==> src/rtl/cggs_pkg.sv <==
`default_nettype none

package cggs_pkg;

    // Field widths fixed by the register and item layout.
    localparam int WIN_W      = 5;
    localparam int THR_W      = 16;
    localparam int SEEN_W     = 6;
    localparam int HALF_W     = 4;
    localparam int DIST_W     = 5;
    localparam int CFG_IDX_W  = 1;
    localparam int CFG_DATA_W = 16;

    localparam logic [SEEN_W-1:0] SEEN_MAX = 6'd63;
    localparam logic [WIN_W-1:0]  MIN_SMOOTH_WINDOW = 5'd3;
    localparam logic [WIN_W-1:0]  WINDOW_RESET = 5'd1;
    localparam logic [THR_W-1:0]  THRESHOLD_RESET = 16'd8;

    typedef enum logic [CFG_IDX_W-1:0] {
        CFG_WINDOW_SIZE      = 1'b0,
        CFG_CORNER_THRESHOLD = 1'b1
    } cfg_index_t;

    // Commands from the sequencer to the datapath.
    typedef struct packed {
        logic              take_point;
        logic              diff_en;
        logic              square_en;
        logic              flag_wr;
        logic              sweep_start;
        logic [DIST_W-1:0] center;
        logic [HALF_W-1:0] half;
        logic              smooth;
        logic              out_load;
        logic              out_last;
    } cggs_cmd_t;

    // Status from the datapath back to the sequencer.
    typedef struct packed {
        logic sweep_idle;
        logic out_free;
    } cggs_status_t;

endpackage

`default_nettype wire

==> src/rtl/cggs_ctrl.sv <==
`default_nettype none

module cggs_ctrl #(
    parameter int MAX_WINDOW = 31
) (
    input  logic                          clk,
    input  logic                          rst_n,
    input  logic                          in_valid,
    input  logic                          in_last,
    output logic                          in_ready,
    input  logic [cggs_pkg::WIN_W-1:0]    window_size,
    output cggs_pkg::cggs_cmd_t           cmd,
    input  cggs_pkg::cggs_status_t        status
);

    localparam int HALF_MAX = (MAX_WINDOW - 1) / 2;
    localparam int SW = cggs_pkg::SEEN_W;
    localparam int DW = cggs_pkg::DIST_W;
    localparam int HW = cggs_pkg::HALF_W;

    typedef enum logic [2:0] {
        S_IDLE,
        S_DIFF,
        S_SQUARE,
        S_FLAG,
        S_START,
        S_RUN,
        S_OUT
    } state_t;

    state_t          state_reg;
    logic [SW-1:0]   k_reg;
    logic [HW-1:0]   half_reg;
    logic [DW-1:0]   d_reg;
    logic            last_reg;

    logic [HW-1:0]   half_raw;
    logic [HW-1:0]   half_new;
    logic [SW-1:0]   k_inc;
    logic [SW-1:0]   h_plus1;
    logic            eligible;
    logic            accept;

    assign half_raw = (window_size < cggs_pkg::MIN_SMOOTH_WINDOW) ? '0
                                                                  : window_size[HW:1];
    assign half_new = (int'(half_raw) > HALF_MAX) ? HW'(HALF_MAX) : half_raw;
    assign k_inc    = (k_reg == cggs_pkg::SEEN_MAX) ? k_reg : k_reg + SW'(1);
    assign h_plus1  = SW'(half_reg) + SW'(1);
    assign eligible = (half_reg != '0) && (SW'(d_reg) >= SW'(half_reg)) &&
                      (k_reg >= SW'(half_reg) + SW'(d_reg));

    assign in_ready = (state_reg == S_IDLE);
    assign accept   = in_valid && in_ready;

    always_comb
    begin
        cmd             = '0;
        cmd.center      = d_reg;
        cmd.half        = half_reg;
        cmd.smooth      = eligible;
        cmd.out_last    = last_reg && (d_reg == '0);
        cmd.take_point  = accept;
        cmd.diff_en     = (state_reg == S_DIFF);
        cmd.square_en   = (state_reg == S_SQUARE);
        cmd.flag_wr     = (state_reg == S_FLAG) && (k_reg >= SW'(2));
        cmd.sweep_start = (state_reg == S_START);
        cmd.out_load    = (state_reg == S_OUT) && status.out_free;
    end

    always_ff @(posedge clk or negedge rst_n)
    begin
        if (!rst_n)
        begin
            state_reg <= S_IDLE;
            k_reg     <= '0;
            half_reg  <= '0;
            d_reg     <= '0;
            last_reg  <= 1'b0;
        end
        else
        begin
            unique case (state_reg)
                S_IDLE:
                begin
                    if (accept)
                    begin
                        if (k_reg == '0)
                        begin
                            half_reg <= half_new;
                        end
                        last_reg  <= in_last;
                        state_reg <= S_DIFF;
                    end
                end
                S_DIFF:
                begin
                    state_reg <= S_SQUARE;
                end
                S_SQUARE:
                begin
                    state_reg <= S_FLAG;
                end
                S_FLAG:
                begin
                    if (!last_reg)
                    begin
                        if (k_reg >= h_plus1)
                        begin
                            d_reg     <= DW'(h_plus1);
                            state_reg <= S_START;
                        end
                        else
                        begin
                            k_reg     <= k_inc;
                            state_reg <= S_IDLE;
                        end
                    end
                    else
                    begin
                        d_reg     <= (k_reg < h_plus1) ? DW'(k_reg) : DW'(h_plus1);
                        state_reg <= S_START;
                    end
                end
                S_START:
                begin
                    state_reg <= S_RUN;
                end
                S_RUN:
                begin
                    if (status.sweep_idle)
                    begin
                        state_reg <= S_OUT;
                    end
                end
                S_OUT:
                begin
                    if (status.out_free)
                    begin
                        if (!last_reg)
                        begin
                            k_reg     <= k_inc;
                            state_reg <= S_IDLE;
                        end
                        else if (d_reg == '0)
                        begin
                            k_reg     <= '0;
                            state_reg <= S_IDLE;
                        end
                        else
                        begin
                            d_reg     <= d_reg - DW'(1);
                            state_reg <= S_START;
                        end
                    end
                end
                default:
                begin
                    state_reg <= S_IDLE;
                end
            endcase
        end
    end

endmodule

`default_nettype wire

==> config.mk <==
export PLATFORM = sky130hd
export DESIGN_NAME = cggs_ctrl
export DESIGN_NICKNAME = d
export VERILOG_FILES = /design/src/rtl/cggs_pkg.sv /design/src/rtl/cggs_ctrl.sv
export SDC_FILE = /design/constraint.sdc
export NUM_CORES = 1
export LEC_CHECK = 0
export BUFFER_PORTS_ARGS = -buffer_cell sky130_fd_sc_hd__buf_2
export CAP_MARGIN = 30
export CORE_ASPECT_RATIO = 0.6
export CORE_MARGIN = 4
export CORE_UTILIZATION = 52
export DETAILED_ROUTE_END_ITERATION = 16
export PLACE_DENSITY = 0.78
export SETUP_SLACK_MARGIN = 0.15
export SLEW_MARGIN = 20
export SYNTH_ARGS = -nofsm -noshare
export SYNTH_HDL_FRONTEND = slang
export SYNTH_SLANG_ARGS = --single-unit
==> constraint.sdc <==
create_clock -name clk -period 2.4 [get_ports clk]
set_input_delay 0.24 -clock clk [delete_from_list [all_inputs] [get_ports clk]]
set_output_delay 0.24 -clock clk [all_outputs]
set_load 0.05 [all_outputs]
Word-level counts from Yosys, hierarchy flattened:

Index checks and enable logic that the tools add are counted.

* eq/ne operators: 16
* reductions and logical operators: 16
* magnitude comparators: 6
* multiplexer cells: 23
* add/subtract/negate cells: 4

Operators by type and width (number)
* 2-to-1 mux 6 bit: 6
* 2-to-1 mux 5 bit: 6
* 2-to-1 mux 3 bit: 7
* case mux 3 bit (7 select lines): 1
* != test 2 bit (second input constant): 6
* case mux 6 bit (2 select lines): 1
* case mux 5 bit (2 select lines): 1
* AND reduction 5 bit: 2
* == test 3 bit (second input constant): 3
* adder 4 x 5 -> 6 bit: 1
* adder 6 x 1 -> 6 bit (second input constant): 1
* == test 3 x 2 -> 1 bit (second input constant): 2
* == test 6 bit (second input constant): 1
* >= comparator 6 x 2 -> 1 bit (second input constant): 1
* >= comparator 6 x 5 -> 1 bit: 1
* >= comparator 6 bit: 1
* logical AND 1 bit: 6
* zero test 6 bit: 1
* less-than comparator 6 x 5 -> 1 bit: 1
* AND reduction 3 bit: 2
* adder 4 x 1 -> 5 bit (second input constant): 1
* >= comparator 5 x 4 -> 1 bit: 1
* zero test 5 bit: 1
* less-than comparator 5 x 2 -> 1 bit (second input constant): 1
* other kinds (10): 10

* input port bits: 11
* logic and storage cells: 70
* output and inout port bits: 18
* register bits: 19

Depth between registers and ports, before layout:

Gate-level depths: netlist of the first run.

* depth after elaboration: 5
* mapped depth: 12
* mapped depth without buffers: 11

Worst setup path after synthesis of the first run:

Ideal clock, no wire load.

* kind: register -> output
* from: register half_reg[0]
* to: output cmd[2] (netlist bit)
* setup slack: -0.482 ns
* data required time: 2.160 ns
* buffers on the path: 1
* stages on the path, launching flop included: 10
* arrival time: 2.642 ns
* cells stage by stage: dfrtp_1 > ha_1 > fa_1 > inv_1 > ha_1 > a21o_1 > a21o_1 > a2111oi_0 > a2111oi_0 > buf_4

* word-level cells in the longest chain between the ends: 3
* elaborated cells between the ends (all ways): 6
* those cells by class: add/sub: 1; order compare: 2; reduce/logical: 3

RTL lines
* start, declared: line cggs_ctrl.sv:33 `logic [HW-1:0] half_reg;`
* start signal, assigned: line cggs_ctrl.sv:89 `half_reg <= half_new;`
* adder 4 x 5 -> 6 bit (tied with other cells): line cggs_ctrl.sv:50 `(k_reg >= SW'(half_reg) + SW'(d_reg));`
* >= comparator 6 bit or logical AND 1 bit (tied branches): line cggs_ctrl.sv:50, cggs_ctrl.sv:49
* logical AND 1 bit *: line cggs_ctrl.sv:49 `assign eligible = (half_reg != '0) && (SW'(d_reg) >= SW'(half_reg)) &&`
* end, declared: line cggs_ctrl.sv:12 `output cggs_pkg::cggs_cmd_t cmd,`

Mark *: on every way between the ends. The rest lies on a longest branch, timed or not.

==> impl_results.md, run 1 <==
- Antenna cells: 0
- Dpl cells: 309
- Pwr per Cell Area: 1060 mW/mm²
- Number of synthesized flops with an enable pin: 0
- Clk_lat worst skew: 280 ps
- Max-capacitance violation count: 0
- Violated checks: negative setup slack
- Setup CP Type: register to primary output
- Worst path cell trace: ha_4 -> fa_2 -> inv_1 -> ha_1 -> a21o_1 -> a21o_1 -> a2111oi_4 -> a2111oi_2 -> buf_4
- Die Area: 0.00467 mm²
- Status: finished, violations left
- Worst path top cell family by delay: adder cells
- Vias per cell: 6.26
- Congestion Overflow GR: 0
- Total Power: 2920 µW
- Asr flop ratio synth: 1.00
- Die H: 54.6 µm
- Core area: 0.00336 mm²
- Max reg flops: 6
- Bufs on Longest Clock Path: 2
- Synth Register Bits: 19
- Clock group share of total power: 0.087
- Final hold violation count: 0
- First-pass GRT wire length: 9.74 mm
- Sequential area share after synthesis: 0.253
- Fmax: 347 MHz
- Min-Delay Path Class: input pin to register
- Max-slew violations: 0
- CP Max Fanout: 2
- NetSw: 1580 µW
- Most frequent cells in the layout: buf_4 (34), buf_2 (26), ha_1 (21), inv_1 (17), dfrtp_1 (14)
- Via Count: 2008
- Sw Ratio: 0.541
- WL final: 6.38 mm
- FP Rows: 16
- Final WS setup: -481 ps
- Leak: 0.00122 µW
- CP arrival: 2640 ps
- Syn Nets: 246
- Layout cell share with drive strength beyond 1: 0.460
- Crit path capture: cmd[2]
- Layout area overhead: 46.1%
- Syn Std Cell Area: 0.00188 mm²
- Number of stages on the worst setup path: 9
- CTS Buf Count: 3
- Initial DRC Count: 177
- RSZ-0062 raised after global routing: yes
- CTS tree: done
- Syn avg cell area: 9.04 µm²
- Gr usage total: 0.278
- Detail Route Antenna Nets: 0
- Initial Utilization: 0.559
- Internal cell power: 1340 µW
- Worst setup path start: d_reg[0]
- DR WL/cell: 19.9 µm
- RD Place Congestion: 0.957
- Most used cell, CP: a21o_1
- Distinct cells, synth: 57
- HPWL after DPL: 4.20 mm
- CP Capture Type: primary output
- Rel. slew slack: 0.588
- Final Skew: 9.66 ps
- Crit path buf inv count: 2
- Root Driver: clkbuf_8
- Port Buffers: 28
- Nets@finish: 315
- Reg-to-Reg Start: half_reg[1]
- Num Clock Sinks: 19
- Final Cycle Share: 1.20
- Initial antenna violation count: 0
- H-tree Lvls: 1
- Mapped Cells: 208
- DRC: 0
- Critical path's slowest cell: fa_2
- Warnings from Yosys: 0
- Flop pwr share: 0.219
- DIE WIDTH: 85.6 µm
- Final core utilization: 0.816
- Largest stage delay, worst path: 510 ps
- Final Instance Count excl. Fillers: 321
- Io pins: 29
- R2r endpoint: d_reg[2]
- CTS clk-pin slew, worst paths: 90 ps
- Most common flop cell mapped by yosys: dfrtp_1
- Maximum vdd drop: 1.04 mV
- Required @ worst endpoint: 2160 ps
- Worst-case reg-to-reg path depth: 11
- Vias in the first global route: 1835
- Worst slew pin tran: 612 ps
- Comb pwr share: 0.694
- CP Launch Type: register
- Worst R2R Setup Slack: -200 ps
- Clock period minus worst slack: 2880 ps
- Final setup viols: 13
- Pre-CTS WS: -274 ps
- Most common cell after layout, fill and taps aside: buf_4
- DRT Pass-1 Iters: 5
- Largest net degree at the start of global routing: 20
==> per-stage QoR <==
step	hold WS [ps]	instance area [µm²]	setup TNS, ps
CTS	194	2630	-711
floorplan	-55.6	1910	-403
detailed placement	222	2330	-1300
global placement	225	2330	-957
finish	194	2750	-2230
global route	197	2750	-3720
==> cells by family (layout without fill, tap and decap cells) <==
kind of cell             count (synthesis)  after routing  synth area share
multiplexers                             6              6            0.0346
AND/OR/NAND/NOR                         66             66             0.208
AO/OA/AOI/OAI                           60             60             0.238
buffers and inverters                   25             93            0.0592
flip-flops                              19             19             0.253
adder cells (fa/ha/maj)                 27             27             0.184
XOR/XNOR                                 5              5            0.0233
==> metal layers <==
metal / up-vias / track usage / share of wire
met5: - / 0 / 0
met4: 0 / 0.0289 / 0.0055
met3: 7 / 0.0436 / 0.096
met2: 117 / 0.461 / 0.45
met1: 973 / 0.401 / 0.45
li1: 911 / - / -
==> layout make-up <==
cell class	count	area (µm²)
Inverter	18	67.6
Clock buffer	3	41.3
Fill cell	181	618
Multi-Input combinational cell	164	1580
Clock inverter	1	7.51
Timing Repair Buffer	71	508
Sequential cell	19	482
Tap cell	45	56.3
==> repair_timing <==
item	in CTS	in global routing
endpoints found under the hold margin	19	0
pin swaps	12	5
setup buffers	4	3
gates resized for setup	40	18
endpoints found under the setup margin	14	14
gates cloned	0	0
hold buffers	1	0
==> cell usage after synthesis (all sizes together) (3+ instances only) <==
cell type | n | area (µm²)
nand3 | 9 | 45.0
a21o | 6 | 45.0
nand2 | 9 | 36.3
nand4 | 3 | 18.8
nor3 | 7 | 35.0
nor3b | 4 | 41.3
buf | 6 | 40.0
a211oi | 4 | 42.5
inv | 18 | 67.6
mux2 | 4 | 45.0
dfrtp | 19 | 475
a211o | 3 | 28.8
nor2 | 13 | 51.3
nand2b | 3 | 18.8
o31ai | 3 | 22.5
a21oi | 10 | 50.1
o21ai | 9 | 45.0
o211ai | 5 | 42.5
xnor2 | 3 | 26.3
nand3b | 3 | 22.5
ha | 26 | 325
a31oi | 3 | 18.8
==> worst min path at each step <==
stage                     to    start  depth (start not counted)
floorplan           d_reg[0]    rst_n                          0
global placement    k_reg[2]    rst_n                          1
detailed placement  k_reg[3]    rst_n                          1
CTS                 last_reg  in_last                          2
global route        last_reg  in_last                          2
finish              last_reg  in_last                          2
==> power groups by stage <==
stage / clock (µW) / combinational, µW / sequential [µW]
6_report: 254 / 2020 / 639
5_1_grt: 268 / 2200 / 649
4_1_cts: 253 / 1900 / 616
3_5_place_dp: 0 / 1750 / 615
3_3_place_gp: 0 / 1710 / 608
2_1_floorplan: 0 / 1010 / 761
Note: power is estimated with default switching activity, not from simulation.
==> inputs of run 2 (changes only) <==
Settings changed: CELL_PAD_IN_SITES_DETAIL_PLACEMENT from default to 1, CELL_PAD_IN_SITES_GLOBAL_PLACEMENT from default to 1, CORE_UTILIZATION 52 to 39, PLACE_DENSITY 0.78 to 0.77.
==> run 2 against run 1 <==
Against the previous run:
- the flow still finishes with violations (negative setup slack)
- design area rose by 5.2%
- non-clock buffer count grew 7
- critical path depth is 2 higher
- sequential power about the same
- first-iteration DRC count fell by 35%
- largest cell class unchanged
- highest routed layer unchanged
==> impl_results.md, run 2 (synthesis gave the netlist of run 1 again) <==
- Crit path capture: cmd[2]
- Min-Delay Path Class: input pin to register
- R2r endpoint: d_reg[2]
- Initial DRC Count: 115
- FP Rows: 19
- Final hold violation count: 0
- RSZ-0062 raised after global routing: yes
- Most common cell after layout, fill and taps aside: buf_4
- DIE WIDTH: 97.6 µm
- CTS clk-pin slew, worst paths: 90 ps
- Fillers: 523
- Max-slew violations: 0
- Port Buffers: 28
- Worst setup path start: half_reg[0]
- Hold depth: 2
- CP Max Fanout: 2
- Clock period minus worst slack: 2980 ps
- Rel. slew slack: 0.648
- First-pass GRT wire length: 12.2 mm
- Most frequent cells in the layout: buf_4 (39), buf_2 (26), ha_1 (19), inv_1 (18), dfrtp_1 (13)
- Clk_lat worst skew: 280 ps
- CP Capture Type: primary output
- Multi-input gate area: 0.00164 mm²
- WL final: 7.94 mm
- Post-route cell area: 0.00289 mm²
- Final Skew: 12.9 ps
- Pwr per Cell Area: 1050 mW/mm²
- Worst R2R Setup Slack: -310 ps
- Initial antenna violation count: 0
- Vias in the first global route: 2058
- Status: finished, violations left
- Dpl cells: 328
- Worst-case reg-to-reg path depth: 13
- Initial Utilization: 0.407
- Max-capacitance violation count: 0
- Layout area overhead: 53.7%
- Via Count: 2034
- Congestion Overflow GR: 0
- Setup CP Type: register to primary output
- RD Place Congestion: 0.847
- Fmax: 336 MHz
- Reg-to-Reg Start: half_reg[0]
- Io pins: 29
- H-tree Lvls: 1
- Nets@finish: 322
- CP Launch Type: register
- Die H: 61.8 µm
- Final setup viols: 13
- Max reg flops: 6
- Gr usage total: 0.266
- Vias per cell: 5.88
- Required @ worst endpoint: 2160 ps
- Worst slew pin tran: 526 ps
- Final WS setup: -576 ps
- Layout cell share with drive strength beyond 1: 0.491
- Detail Route Antenna Nets: 0
- HPWL after DPL: 5.24 mm
- Final Cycle Share: 1.24
- CP arrival: 2740 ps
- Maximum vdd drop: 0.779 mV
- Die Area: 0.00603 mm²
- Largest net degree at the start of global routing: 20
- DRC: 0
- Antenna cells: 0
- Placed instance area: 0.00237 mm²
- Core area: 0.00461 mm²
- DR WL/cell: 22.9 µm
- Violated checks: negative setup slack
- CTS tree: done
- DRT Pass-1 Iters: 4
- Reg area: 483 µm²
- Bufs on Longest Clock Path: 2
- Root Driver: clkbuf_8
- Num Clock Sinks: 19
- CTS Buf Count: 3
- Leak: 0.00127 µW
- Final Instance Count excl. Fillers: 346
==> run 2: cell count changes in the layout (fill, tap and decap cells not counted), moves of 2 or more <==
cell and change:
buf_4 +5, a21oi_2 +2, ha_1 -2, ha_4 +2, nor2_2 +2
==> run 2: worst min path at each step <==
stage	to	slack [ps]	startpoint
CTS	last_reg	200	in_last
floorplan	d_reg[0]	-60	rst_n
finish	last_reg	200	in_last
global route	last_reg	200	in_last
global placement	k_reg[3]	240	rst_n
detailed placement	k_reg[4]	240	rst_n
==> run 2: worst max-delay path: stages, from the launching register on <==
cell,delay [ps]
dfrtp_2,440
ha_4,180
fa_2,400
a21oi_2,130
nor2_1,60
nor2_1,130
xor2_1,100
ha_2,340
o21a_1,140
nor2_2,50
a2111oi_4,290
buf_6,210
==> run 2: final cells by class <==
cell class,count,share of cell area
Tap cell,63,0.0273
Timing Repair Buffer,78,0.200
Inverter,18,0.0234
Clock buffer,4,0.0156
Multi-Input combinational cell,164,0.567
Sequential cell,19,0.167
==> run 2: through the flow <==
step | utilization | hold WS (ps) | total power, µW | setup slack [ps] | TNS [ps]
after floorplan | - | -55.6 | 1770 | -266 | -403
after global placement | 0.514 | 236 | 2360 | -207 | -1300
after detailed placement | 0.514 | 242 | 2440 | -336 | -1890
after CTS | 0.593 | 196 | 2820 | -492 | -1490
after global routing | 0.626 | 197 | 3250 | -708 | -4510
final | 0.626 | 203 | 3030 | -576 | -3290
==> run 2: power by group <==
| group | total [µW] | internal [µW] | leakage, µW | switching, µW |
|---|---|---|---|---|
| clock | 256 | 119 | 0.0000228 | 137 |
| sequential | 640 | 440 | 0.000223 | 200 |
| combinational | 2130 | 820 | 0.00103 | 1310 |
==> run 2: routing by layer <==
metal	global-route usage	wire length (µm)	vias up	share of wire
met5	0	0	-	0
met4	0.0394	98	0	0.012
met2	0.428	3600	73	0.45
met3	0.0591	498	13	0.063
li1	-	-	930	-
met1	0.381	3740	1018	0.47
==> run 2: timing repair <==
action / in CTS / in global routing
hold buffers: 1 / 0
setup endpoints to repair: 14 / 15
pin swaps: 21 / 21
resized for setup: 47 / 20
hold endpoints to repair: 19 / 0
gates cloned: 0 / 0
buffers inserted: 7 / 6
